$ cat src/lpht_pkg.sv
// ----------------------------------------------------------------------------
// lpht_pkg - shared types and codes for the linear probe hash table
// Word layouts, slot state codes, command and status codes.
// ----------------------------------------------------------------------------
package lpht_pkg;

  localparam int SLOTS           = 26;
  localparam int SLOT_W          = 5;
  localparam int LETTER_W        = 5;
  localparam int LETTER_COUNT    = 26;
  localparam int MAX_KEY_LETTERS = 10;
  localparam int KEY_W           = 50;
  localparam int LEN_W           = 4;

  // slot states
  localparam logic [1:0] ST_FREE = 2'd0;
  localparam logic [1:0] ST_USED = 2'd1;
  localparam logic [1:0] ST_GONE = 2'd2;

  // commands
  localparam logic [1:0] CMD_ADD  = 2'd0;
  localparam logic [1:0] CMD_DEL  = 2'd1;
  localparam logic [1:0] CMD_DUMP = 2'd2;

  // result status
  localparam logic [2:0] STAT_ADDED     = 3'd0;
  localparam logic [2:0] STAT_PRESENT   = 3'd1;
  localparam logic [2:0] STAT_FULL      = 3'd2;
  localparam logic [2:0] STAT_DELETED   = 3'd3;
  localparam logic [2:0] STAT_NOT_FOUND = 3'd4;
  localparam logic [2:0] STAT_BAD_KEY   = 3'd5;
  localparam logic [2:0] STAT_ENTRY     = 3'd6;
  localparam logic [2:0] STAT_EMPTY     = 3'd7;

  typedef struct packed {
    logic [1:0]       cmd;
    logic [KEY_W-1:0] key_chars;
    logic [LEN_W-1:0] key_len;
  } in_word_t;

  typedef struct packed {
    logic [2:0]        status;
    logic [SLOT_W-1:0] slot;
    logic [KEY_W-1:0]  out_key;
    logic [LEN_W-1:0]  out_len;
    logic              last;
  } out_word_t;

  // checked key, home slot and masked letters
  typedef struct packed {
    logic              ok;
    logic [SLOT_W-1:0] home;
    logic [KEY_W-1:0]  key;
  } key_info_t;

  // one slot as held in the table memory
  typedef struct packed {
    logic [1:0]       st;
    logic [LEN_W-1:0] len;
    logic [KEY_W-1:0] key;
  } slot_entry_t;

endpackage

$ cat src/linear_probe_hash_table.sv
// ----------------------------------------------------------------------------
// linear_probe_hash_table - open-addressing key table with linear probing
// 26 slots of short lowercase keys; add, delete and dump commands.
// ----------------------------------------------------------------------------
// Use:
//   in_valid/in_stall/in_word carries one command word (cmd, key_chars,
//   key_len). out_valid/out_stall/out_word carries result words; last marks
//   the final word caused by a command. Add and delete give one word, dump
//   gives one word per occupied slot in slot order, or a single empty word.
// Timing:
//   The accept cycle issues the first table read. Each probe then reads
//   one slot through the registered memory read port; add and delete make
//   1 to 26 probes, a bad key or unknown command passes through S_BAD and a
//   dump sweeps all slots, then a tail state sends the final word. The next
//   command is accepted the cycle after the last result enters the output
//   register, while that word may still wait to be taken.
// Reset:
//   Valid bits in the slot memory clear at once, so all slots read as never
//   used; no clearing pass is needed.
// Stall:
//   A stalled output holds its word; the sequencer waits on the same slot
//   (re-reading it) until the register can take the next word.
// ----------------------------------------------------------------------------
module linear_probe_hash_table #(
  parameter int MAX_KEY_LETTERS = lpht_pkg::MAX_KEY_LETTERS
) (
  input  logic                clk,
  input  logic                rst_n,
  input  logic                in_valid,
  output logic                in_stall,
  input  lpht_pkg::in_word_t  in_word,
  output logic                out_valid,
  input  logic                out_stall,
  output lpht_pkg::out_word_t out_word
);

  localparam int SW = lpht_pkg::SLOT_W;
  localparam logic [SW-1:0] LAST_SLOT = SW'(lpht_pkg::SLOTS - 1);

  localparam logic [1:0] S_IDLE  = 2'd0;
  localparam logic [1:0] S_EVAL  = 2'd1;  // one probe / sweep step per cycle unless the output stalls
  localparam logic [1:0] S_DTAIL = 2'd2;  // dump: final word
  localparam logic [1:0] S_BAD   = 2'd3;  // bad key or unknown command

  logic [1:0] state_r, state_nxt;

  // command context
  logic [1:0]                  cmd_r, cmd_nxt;
  logic [lpht_pkg::KEY_W-1:0]  key_r, key_nxt;
  logic [lpht_pkg::LEN_W-1:0]  len_r, len_nxt;
  logic [SW-1:0]               idx_r, idx_nxt;    // slot whose data is in rdata
  logic [SW-1:0]               cnt_r, cnt_nxt;    // probes done in this lap
  logic                        have_free_r, have_free_nxt;
  logic [SW-1:0]               free_slot_r, free_slot_nxt;

  // dump: entry held back until we know whether it is the last
  logic                        pend_v_r, pend_v_nxt;
  lpht_pkg::slot_entry_t       pend_r, pend_nxt;
  logic [SW-1:0]               pend_slot_r, pend_slot_nxt;

  // output register
  logic                        out_valid_r, out_valid_nxt;
  lpht_pkg::out_word_t         out_word_r, out_word_nxt;

  lpht_pkg::key_info_t         kinfo;
  lpht_pkg::slot_entry_t       rdata, wdata;
  logic                        we;
  logic [SW-1:0]               waddr, raddr;

  logic                        in_acc, out_free, emit;
  lpht_pkg::out_word_t         emit_word;
  logic                        used, match, lap_end, cand_have;
  logic [SW-1:0]               cand_slot, idx_inc;

  lpht_key_check #(
    .MAX_KEY_LETTERS (MAX_KEY_LETTERS)
  ) u_key (
    .key_chars (in_word.key_chars),
    .key_len   (in_word.key_len),
    .info      (kinfo)
  );

  lpht_slot_ram u_ram (
    .clk   (clk),
    .rst_n (rst_n),
    .we    (we),
    .waddr (waddr),
    .wdata (wdata),
    .raddr (raddr),
    .rdata (rdata)
  );

  assign in_stall = (state_r != S_IDLE);
  assign in_acc   = in_valid && !in_stall;
  assign out_free = !out_valid_r || !out_stall;

  assign idx_inc   = (idx_r == LAST_SLOT) ? '0 : idx_r + 1'b1;
  assign used      = (rdata.st == lpht_pkg::ST_USED);
  assign match     = used && (rdata.len == len_r) && (rdata.key == key_r);
  assign lap_end   = (cnt_r == LAST_SLOT);
  assign cand_have = have_free_r || !used;
  assign cand_slot = have_free_r ? free_slot_r : idx_r;

  function automatic lpht_pkg::out_word_t mk_word(logic [2:0] st, logic [SW-1:0] sl);
    lpht_pkg::out_word_t w;
    w         = '0;
    w.status  = st;
    w.slot    = sl;
    w.last    = 1'b1;
    return w;
  endfunction

  always_comb begin
    state_nxt     = state_r;
    cmd_nxt       = cmd_r;
    key_nxt       = key_r;
    len_nxt       = len_r;
    idx_nxt       = idx_r;
    cnt_nxt       = cnt_r;
    have_free_nxt = have_free_r;
    free_slot_nxt = free_slot_r;
    pend_v_nxt    = pend_v_r;
    pend_nxt      = pend_r;
    pend_slot_nxt = pend_slot_r;
    raddr         = idx_r;
    we            = 1'b0;
    waddr         = idx_r;
    wdata.st      = lpht_pkg::ST_USED;
    wdata.len     = len_r;
    wdata.key     = key_r;
    emit          = 1'b0;
    emit_word     = '0;

    case (state_r)
      S_IDLE: begin
        raddr = (in_word.cmd == lpht_pkg::CMD_DUMP) ? '0 : kinfo.home;
        if (in_acc) begin
          cmd_nxt       = in_word.cmd;
          key_nxt       = kinfo.key;
          len_nxt       = in_word.key_len;
          idx_nxt       = raddr;
          cnt_nxt       = '0;
          have_free_nxt = 1'b0;
          pend_v_nxt    = 1'b0;
          if (in_word.cmd == lpht_pkg::CMD_DUMP) begin
            state_nxt = S_EVAL;
          end else if ((in_word.cmd == lpht_pkg::CMD_ADD ||
                        in_word.cmd == lpht_pkg::CMD_DEL) && kinfo.ok) begin
            state_nxt = S_EVAL;
          end else begin
            state_nxt = S_BAD;
          end
        end
      end

      S_EVAL: begin
        if (cmd_r == lpht_pkg::CMD_DUMP) begin
          if (!(used && pend_v_r && !out_free)) begin
            if (used) begin
              if (pend_v_r) begin
                emit              = 1'b1;
                emit_word.status  = lpht_pkg::STAT_ENTRY;
                emit_word.slot    = pend_slot_r;
                emit_word.out_key = pend_r.key;
                emit_word.out_len = pend_r.len;
                emit_word.last    = 1'b0;
              end
              pend_v_nxt    = 1'b1;
              pend_nxt      = rdata;
              pend_slot_nxt = idx_r;
            end
            if (idx_r == LAST_SLOT) begin
              state_nxt = S_DTAIL;
            end else begin
              idx_nxt = idx_inc;
              raddr   = idx_inc;
            end
          end
        end else if (match || rdata.st == lpht_pkg::ST_FREE || lap_end) begin
          // probe ends here; hold on this slot until the output can load
          if (out_free) begin
            emit      = 1'b1;
            state_nxt = S_IDLE;
            if (match) begin
              if (cmd_r == lpht_pkg::CMD_ADD) begin
                emit_word = mk_word(lpht_pkg::STAT_PRESENT, idx_r);
              end else begin
                we        = 1'b1;
                wdata     = rdata;
                wdata.st  = lpht_pkg::ST_GONE;
                emit_word = mk_word(lpht_pkg::STAT_DELETED, idx_r);
              end
            end else if (cmd_r == lpht_pkg::CMD_ADD) begin
              if (cand_have) begin
                we        = 1'b1;
                waddr     = cand_slot;
                emit_word = mk_word(lpht_pkg::STAT_ADDED, cand_slot);
              end else begin
                emit_word = mk_word(lpht_pkg::STAT_FULL, '0);
              end
            end else begin
              emit_word = mk_word(lpht_pkg::STAT_NOT_FOUND, '0);
            end
          end
        end else begin
          // occupied by another key, or tombstone: keep probing
          if (!have_free_r && rdata.st == lpht_pkg::ST_GONE) begin
            have_free_nxt = 1'b1;
            free_slot_nxt = idx_r;
          end
          idx_nxt = idx_inc;
          raddr   = idx_inc;
          cnt_nxt = cnt_r + 1'b1;
        end
      end

      S_DTAIL: begin
        if (out_free) begin
          emit      = 1'b1;
          state_nxt = S_IDLE;
          if (pend_v_r) begin
            emit_word         = mk_word(lpht_pkg::STAT_ENTRY, pend_slot_r);
            emit_word.out_key = pend_r.key;
            emit_word.out_len = pend_r.len;
          end else begin
            emit_word = mk_word(lpht_pkg::STAT_EMPTY, '0);
          end
        end
      end

      S_BAD: begin
        if (out_free) begin
          emit      = 1'b1;
          emit_word = mk_word(lpht_pkg::STAT_BAD_KEY, '0);
          state_nxt = S_IDLE;
        end
      end

      default: begin
        state_nxt = S_IDLE;
      end
    endcase
  end

  always_comb begin
    out_word_nxt  = out_word_r;
    out_valid_nxt = out_valid_r && out_stall;
    if (emit) begin
      out_word_nxt  = emit_word;
      out_valid_nxt = 1'b1;
    end
  end

  always_ff @(posedge clk) begin
    if (!rst_n) begin
      state_r     <= S_IDLE;
      out_valid_r <= 1'b0;
      pend_v_r    <= 1'b0;
    end else begin
      state_r     <= state_nxt;
      out_valid_r <= out_valid_nxt;
      pend_v_r    <= pend_v_nxt;
    end
  end

  always_ff @(posedge clk) begin
    cmd_r       <= cmd_nxt;
    key_r       <= key_nxt;
    len_r       <= len_nxt;
    idx_r       <= idx_nxt;
    cnt_r       <= cnt_nxt;
    have_free_r <= have_free_nxt;
    free_slot_r <= free_slot_nxt;
    pend_r      <= pend_nxt;
    pend_slot_r <= pend_slot_nxt;
    out_word_r  <= out_word_nxt;
  end

  assign out_valid = out_valid_r;
  assign out_word  = out_word_r;

endmodule

$ cat src/lpht_key_check.sv
// ----------------------------------------------------------------------------
// lpht_key_check - key validation
// Checks length and letter codes, masks unused letters, picks home slot.
// ----------------------------------------------------------------------------
module lpht_key_check #(
  parameter int MAX_KEY_LETTERS = lpht_pkg::MAX_KEY_LETTERS
) (
  input  logic [lpht_pkg::KEY_W-1:0] key_chars,
  input  logic [lpht_pkg::LEN_W-1:0] key_len,
  output lpht_pkg::key_info_t        info
);

  localparam int LW    = lpht_pkg::LETTER_W;
  localparam int LET_N = MAX_KEY_LETTERS;
  // letters past the field read as zero
  localparam int EXT_W = (LET_N * LW > lpht_pkg::KEY_W) ? LET_N * LW : lpht_pkg::KEY_W;

  logic [EXT_W-1:0] ext;
  logic [EXT_W-1:0] masked;
  logic [LW-1:0]    code;
  logic             codes_ok;

  assign ext = EXT_W'(key_chars);

  always_comb begin
    masked    = '0;
    codes_ok  = 1'b1;
    info.home = '0;
    for (int i = 0; i < LET_N; i++) begin
      code = ext[i*LW +: LW];
      if (i < int'(key_len)) begin
        if (code >= LW'(lpht_pkg::LETTER_COUNT)) begin
          codes_ok = 1'b0;
        end
        masked[i*LW +: LW] = code;
      end
      if (i == int'(key_len) - 1) begin
        info.home = lpht_pkg::SLOT_W'(code);
      end
    end
    info.key = masked[lpht_pkg::KEY_W-1:0];
    info.ok  = (key_len != '0) && (int'(key_len) <= LET_N) && codes_ok;
  end

endmodule

$ cat src/lpht_slot_ram.sv
// ----------------------------------------------------------------------------
// lpht_slot_ram - slot table memory
// One write and one registered read port; per-slot valid bits so that an
// unwritten slot reads as never used.
// ----------------------------------------------------------------------------
module lpht_slot_ram (
  input  logic                        clk,
  input  logic                        rst_n,
  input  logic                        we,
  input  logic [lpht_pkg::SLOT_W-1:0] waddr,
  input  lpht_pkg::slot_entry_t       wdata,
  input  logic [lpht_pkg::SLOT_W-1:0] raddr,
  output lpht_pkg::slot_entry_t       rdata
);

  lpht_pkg::slot_entry_t       mem [lpht_pkg::SLOTS];
  lpht_pkg::slot_entry_t       q_r;
  logic [lpht_pkg::SLOTS-1:0]  valid_r;
  logic                        q_valid_r;

  always_ff @(posedge clk) begin
    if (we) begin
      mem[waddr] <= wdata;
    end
    q_r <= mem[raddr];
  end

  always_ff @(posedge clk) begin
    if (!rst_n) begin
      valid_r   <= '0;
      q_valid_r <= 1'b0;
    end else begin
      if (we) begin
        valid_r[waddr] <= 1'b1;
      end
      q_valid_r <= valid_r[raddr];
    end
  end

  always_comb begin
    rdata = q_r;
    if (!q_valid_r) begin
      rdata.st = lpht_pkg::ST_FREE;
    end
  end

endmodule

$ cat config.mk
export PLATFORM = sky130hd
export DESIGN_NAME = linear_probe_hash_table
export DESIGN_NICKNAME = d
export VERILOG_FILES = /design/src/lpht_pkg.sv /design/src/linear_probe_hash_table.sv /design/src/lpht_key_check.sv /design/src/lpht_slot_ram.sv
export SDC_FILE = /design/constraint.sdc
export NUM_CORES = 2
export LEC_CHECK = 0
export BUFFER_PORTS_ARGS = -buffer_cell sky130_fd_sc_hd__buf_2
export CORE_MARGIN = 4
export CORE_UTILIZATION = 50
export CTS_BUF_LIST = sky130_fd_sc_hd__clkbuf_4 sky130_fd_sc_hd__clkbuf_8 sky130_fd_sc_hd__clkbuf_16
export CTS_CLUSTER_DIAMETER = 200
export DETAILED_ROUTE_END_ITERATION = 8
export PLACE_DENSITY = 0.71
export SLEW_MARGIN = 30
export SYNTH_ARGS = -nofsm -noshare
export SYNTH_HDL_FRONTEND = slang
export SYNTH_SLANG_ARGS = --single-unit
export TNS_END_PERCENT = 50
$ cat constraint.sdc
create_clock -name clk -period 5.8 [get_ports clk]
set_input_delay 0.87 -clock clk [delete_from_list [all_inputs] [get_ports clk]]
set_output_delay 0.87 -clock clk [all_outputs]
set_load 0.05 [all_outputs]
## Word level (Yosys, flattened, before mapping)

Memories as Yosys holds them, arrays and structs flattened. A register that Yosys moved wholly into a read port is not among the register bits.
Cells that the tools add are included.

| word-level totals | value |
|---|---|
| register bits | 225 |
| bits in latches | 0 |
| bits in writable memories | 1456 |
| memory bits (read-only) | 0 |
| output and inout port bits | 65 |
| logic and storage cells | 243 |
| memories kept | 1 |

| cells by class | value |
|---|---|
| add/subtract/negate cells | 3 |
| multiply operators | 0 |
| div/mod/pow operators | 0 |
| $lt $le $gt $ge | 24 |
| equal/unequal tests | 31 |
| shifts and indexed selects | 0 |
| multiplexer cells | 112 |
| bitwise gates (word level) | 4 |
| reduce and logical (&&, ||, !) cells | 39 |

Memories:

| name | words | bits a word | read ports | clocked after Yosys merged registers in | write ports | line | text |
|---|---|---|---|---|---|---|---|
| u_ram.mem | 26 | 56 | 1 | 1 | 1 | lpht_slot_ram.sv:16 | `lpht_pkg::slot_entry_t mem [lpht_pkg::SLOTS];` |

Operator list:

| kind | count |
|---|---|
| 2-to-1 mux 63 bit | 10 |
| 2-to-1 mux 56 bit | 6 |
| one-hot mux 63 bit (3 select lines) | 1 |
| 2-to-1 mux 5 bit | 28 |
| == test 4 x 32 -> 1 bit, first input constant | 4 |
| 2-to-1 mux 62 bit | 2 |
| == test 3 x 32 -> 1 bit, first input constant | 2 |
| == test 5 x 32 -> 1 bit, first input constant | 2 |
| 2-to-1 mux 61 bit | 1 |
| == test 50 bit | 1 |
| greater-or-equal comparator 5 bit, second input constant | 10 |
| 2-to-1 mux 1 bit | 46 |
| == test 2 x 32 -> 1 bit, first input constant | 1 |
| zero test 32 bit | 1 |
| one-hot mux 5 bit (2 select lines) | 3 |
| OR 26 bit | 1 |
| 2-to-1 mux 2 bit | 9 |
| < comparator 3 x 4 -> 1 bit, first input constant | 4 |
| AND reduction 4 bit | 4 |
| inequality test 2 bit, second input constant | 7 |
| < comparator 5 x 6 -> 1 bit, second input constant | 2 |
| logical AND 1 bit | 11 |
| adder 5 x 1 -> 5 bit, second input constant | 2 |
| == test 2 bit, second input constant | 5 |
| other kinds (23) | 50 |

## Logic depth before layout (Yosys ltp)

| logic depth | value |
|---|---|
| depth after elaboration | 27 |
| depth in mapped cells | 18 |
| gate-level depth less buffers | 13 |

## By module

A second synthesis with hierarchy kept.

| unflattened totals | value |
|---|---|
| cell total of the unflattened synthesis | 3782 |
| area total of the unflattened synthesis | 68005.2 um^2 |

Modules (own cells, without submodules):

| module | instances | cells an instance | area an instance (um^2) |
|---|---|---|---|
| lpht_slot_ram | 1 | 2983 | 58376.0 |
| linear_probe_hash_table | 1 | 637 | 8559.5 |
| lpht_key_check | 1 | 162 | 1069.8 |

## Least setup slack after synthesis

Ideal clock, no wire load.

| path | value |
|---|---|
| path kind | input -> register |
| start point | in out_stall |
| end point | reg out_word_r (netlist bit out_word[0]), enable pin |
| library setup time | 573 ps |
| arrival | 5704 ps |
| data required time | 5227 ps |
| slack | -477 ps |
| cell stages on the path | 3 |
| path buffers | 1 |
| cell sequence | and2_1 clkbuf_1 o21ai_0 |

| on the way | value |
|---|---|
| word-level cells in the longest chain between the ends | 7 |
| elaborated cells on any way between the ends | 9 |
| those cells by class | mux: 5; reduce/logical: 4 |

Ends and longest elaborated chain:

| element | line | text |
|---|---|---|
| from (decl) | linear_probe_hash_table.sv:33 | `input logic out_stall,` |
| zero test 1 bit * | linear_probe_hash_table.sv:95 | `assign out_free = !out_valid_r \|\| !out_stall;` |
| logical OR 1 bit * | linear_probe_hash_table.sv:95 |  |
| zero test 1 bit | linear_probe_hash_table.sv:158 | `if (!(used && pend_v_r && !out_free)) begin` |
| logical AND 1 bit | linear_probe_hash_table.sv:158 |  |
| 2-to-1 mux 1 bit | linear_probe_hash_table.sv:158 |  |
| 2-to-1 mux 1 bit | linear_probe_hash_table.sv:157 | `if (cmd_r == lpht_pkg::CMD_DUMP) begin` |
| one-hot mux 1 bit (2 select lines) * | linear_probe_hash_table.sv:134 | `case (state_r)` |
| net emit | linear_probe_hash_table.sv:70 | `logic in_acc, out_free, emit;` |
| to (signal assigned) | linear_probe_hash_table.sv:276 | `out_word_r <= out_word_nxt;` |
| to (decl) | linear_probe_hash_table.sv:63 | `lpht_pkg::out_word_t out_word_r, out_word_nxt;` |

The timed path passes the listed nets; every way through them passes the cells marked *.
A chain may end at the register's enable or synchronous reset.

## Worst setup path in the final report

| path | value |
|---|---|
| start point | reg len_r[1] in the netlist's numbering |
| end point | reg u_ram.rdata[17] (netlist name) |

| on the way | value |
|---|---|
| word-level cells in the longest chain between the ends | 8 |

Ends and longest elaborated chain:

| element | line | text |
|---|---|---|
| from (decl) | linear_probe_hash_table.sv:50 | `logic [lpht_pkg::LEN_W-1:0] len_r, len_nxt;` |
| from (signal assigned) | linear_probe_hash_table.sv:269 | `len_r <= len_nxt;` |
| == test 4 bit | linear_probe_hash_table.sv:99 | `assign match = used && (rdata.len == len_r) && (rdata.key == key_r);` |
| logical AND 1 bit (2 in series) | linear_probe_hash_table.sv:99 |  |
| logical OR 1 bit (2 in series) | linear_probe_hash_table.sv:179 | `end else if (match \|\| rdata.st == lpht_pkg::ST_FREE \|\| lap_end) begin` |
| 2-to-1 mux 5 bit (2 in series) | n/a |  |
| one-hot mux 5 bit (2 select lines) | linear_probe_hash_table.sv:134 |  |

No other way between the ends.

==> impl_metrics.env <==
export IMPL_status="finished clean"
export IMPL_swShare=0.313
export IMPL_clockBufferDepth=3
export IMPL_clockRootBuffer="clkbuf_16"
export IMPL_ir_drop_uv=340
export IMPL_drv_cap=0
export IMPL_grt_pass1_wl_um=277000
export IMPL_finalCritPeriodShare=0.911
export IMPL_critPathMaxFanout=27
export IMPL_tritoncts="done"
export IMPL_synthAdderAreaFrac=0.000928
export IMPL_final_cell_mix="1,650 x edfxtp_1, 661 x nand2_1, 249 x a21oi_1, 172 x clkbuf_16, 124 x buf_2"
export IMPL_cts_max_level=4
export IMPL_holdBufCountCts=0
export IMPL_synth_mux_area_frac=0.0493
export IMPL_dr_pass1_iters=8
export IMPL_yosys_warnings=0
export IMPL_clockPowerShare=0.320
export IMPL_hpwlAfterDp_um=110000
export IMPL_crit_required_ps=6450
export IMPL_syn_area_per_cell_um2=15.9
export IMPL_path_class="reg2reg"
export IMPL_wire_per_inst_um=30.8
export IMPL_synth_cell_types=79
export IMPL_clk_latency_ps=820
export IMPL_numClockSinks=1737
export IMPL_p_switching_mw=10.6
export IMPL_netlist_area_um2=67400
export IMPL_max_stage_delay_ps=890
export IMPL_vias_per_cell=6.49
export IMPL_tns_ps=0
export IMPL_maxSlewViolCount=0
export IMPL_die_y_um=375
export IMPL_core_area_um2=134000
export IMPL_rsz0062_at_grt="no"
export IMPL_power_density_nw_per_um2=443
export IMPL_p_int_mw=23.4
export IMPL_max_slew_margin=0.235
export IMPL_numPortBuffers=124
export IMPL_cts_clk_slew_worst_paths_ps=70
export IMPL_synth_top_family_by_area="compound AO/OA/AOI/OAI gates"
export IMPL_vias=40900
export IMPL_seq_power_share=0.448
export IMPL_fin_ws_ps=517
export IMPL_grt_pass1_vias=38700
export IMPL_nFillCells=9857
export IMPL_synth_compound_area_frac=0.0924
export IMPL_fin_skew_ps=42.3
export IMPL_final_common_cell="edfxtp_1"
export IMPL_ys_flop_type="edfxtp_1"
export IMPL_fp_dieArea_um2=141000
export IMPL_ys_ff_latch=1737
export IMPL_crit_path_start="len_r[1]$_DFFE_PP_"
export IMPL_synthXorXnorAreaFrac=0.00793
export IMPL_area_delta_synth_final_pct=13.9
export IMPL_track_usage=0.273
export IMPL_synth_edf_count=1650
export IMPL_num_rows=134
export IMPL_arrival_ps=5940
export IMPL_post_cts_resized=0
export IMPL_end_kind="flip-flop"
export IMPL_ant_nets=0
export IMPL_holdCritStartpoint="in_word[55]"
export IMPL_synth_fp_nets=4302
export IMPL_cts_buffers=171
export IMPL_postSynthCellCount=4237
export IMPL_crit_slowest_cell="edfxtp_1"
export IMPL_hold_path_class="in2reg"
export IMPL_start_kind="flip-flop"
export IMPL_die_width_um=375
export IMPL_antenna_found_initial=18
export IMPL_p_comb_frac=0.232
export IMPL_fin_crit_ps=5280
export IMPL_drc_errors=0
export IMPL_drtIter0Drc=6195
export IMPL_synth_seq_area_share=0.761
export IMPL_start_util=0.504
export IMPL_grt_max_degree=82
export IMPL_hold_viol=0
export IMPL_power_static_leakage_nw=25.5
export IMPL_drive_gt1_frac=0.163
export IMPL_gp_congestion=0.970
export IMPL_nets=4453
export IMPL_setup_viol=0
export IMPL_rr_startpoint="len_r[1]$_DFFE_PP_"
export IMPL_synth_simple_gate_area_frac=0.0671
export IMPL_globalRouteOverflowTotal=0
export IMPL_multiInputGateArea_um2=15000
export IMPL_drt_wl_total_um=194000
export IMPL_cts_setup_buffers=0
export IMPL_synthArstFlopShare=0
export IMPL_final_seq_area_um2=51300
export IMPL_io_pins=125
export IMPL_path_cells="xor2_1, nor4_1, and4_1, nand4_1, a211oi_1, nand2_4, or2_4, buf_4, a221o_1, o21ai_1, o211ai_1"
export IMPL_pre_cts_slack_ps=652
export IMPL_max_freq_mhz=189
export IMPL_tightest_slew_ps=1140
==> worst paths after layout <==
check	to	slack, ps	cells past startpoint
min	cmd_r[1]$_DFFE_PP_	370	1
min reg2reg	u_ram.valid_r[9]$_SDFFE_PN0P_	470	1
max reg2reg	u_ram.rdata[17]$_DFF_P_	520	11
max	u_ram.rdata[17]$_DFF_P_	520	11
==> sequential cells by signal (all words and copies together), names as in the netlist <==
name and count:
cmd_r 2, cnt_r 5, free_slot_r 5, have_free_r 1, idx_r 5, key_r 50, len_r 4, out_valid 1
out_word 63, pend_r 54, pend_slot_r 5, pend_v_r 1, state_r 2, u_ram.mem 1456, u_ram.q_r 2, u_ram.q_valid_r 1
u_ram.rdata 54, u_ram.valid_r 26
==> kinds of logic (layout without fill, tap and decap cells) <==
kind of cell    after synthesis  after routing
other cells                   0              5
mux                         189            189
simple gates               1036           1036
flops                      1737           1737
buf+inv                     320            612
fa+ha+maj                     5              5
compound gates              889            889
xor+xnor                     61             61
==> synthesized netlist by cell type (all sizes together) (4+ instances only) <==
cell,count,area [um^2]
edfxtp,1650,49500
nand2,662,2480
a21oi,249,1250
clkbuf,161,604
buf,142,778
nor2,135,509
a31oi,114,713
mux4,114,2570
a221o,110,1100
dfxtp,87,1740
o21ai,73,365
and2,72,450
mux2i,72,721
o211ai,69,518
a22oi,65,488
a22o,59,517
a2bb2oi,57,499
xnor2,41,359
nor2b,40,250
o21a,30,225
nand3,28,150
nand4,21,131
xor2,20,175
nor3,18,106
inv,16,60.1
nor4,13,93.8
o22ai,13,81.3
nand2b,11,68.8
or3,7,48.8
and3,6,37.5
a211oi,5,37.5
ha,5,62.6
a221oi,4,35.0
a32oi,4,35.0
nand3b,4,30.0
o31ai,4,35.0
==> power groups by stage <==
| stage | combinational (mW) | clock (mW) | sequential, mW |
|---|---|---|---|
| 5_1_grt | 8.29 | 11.5 | 15.2 |
| 3_3_place_gp | 7.59 | 0 | 15.4 |
| 6_report | 7.89 | 10.9 | 15.2 |
| 2_1_floorplan | 4.91 | 0 | 15.2 |
| 4_1_cts | 7.76 | 11.0 | 15.2 |
| 3_5_place_dp | 7.68 | 0 | 15.5 |
==> final cells by class <==
cell class	instances	area share
well taps	1768	0.0288
repair buffers	281	0.0342
diodes	5	0.000163
multi-input cells	2180	0.195
flip-flops and latches	1737	0.668
clock inverters	80	0.00919
clock buffers	234	0.0633
inverters	17	0.000847
==> stage by stage <==
step                      hold slack [ps]  total power, mW  std cells  utilization  instance area [um^2]
after global placement                446             23.0       5982        0.533                 71200
after floorplan                       428             20.1       4237            -                 67400
final                                 365             34.0       6302        0.575                 76800
after global routing                  333             35.1       6297        0.574                 76800
after detailed placement              454             23.1       5982        0.533                 71200
after CTS                             307             33.9       6296        0.574                 76700
==> layer usage <==
layer / vias up / track usage / routed length (um)
met4: 16 / 0.0896 / 6470
met2: 2999 / 0.396 / 84400
met3: 445 / 0.0910 / 28500
li1: 16800 / - / -
met1: 20600 / 0.394 / 74900
met5: - / 0 / 111
==> critical path: cells and delay by family, from the launching register on <==
family | cells | cell delay [ps]
xor gates and xnor gates | 1 | 230
buffers and inverters | 1 | 350
and+or+nand+nor | 5 | 2270
DFF | 1 | 890
AOI/OAI and AO/OA | 4 | 1370
(Power assumes the default switching activity.)
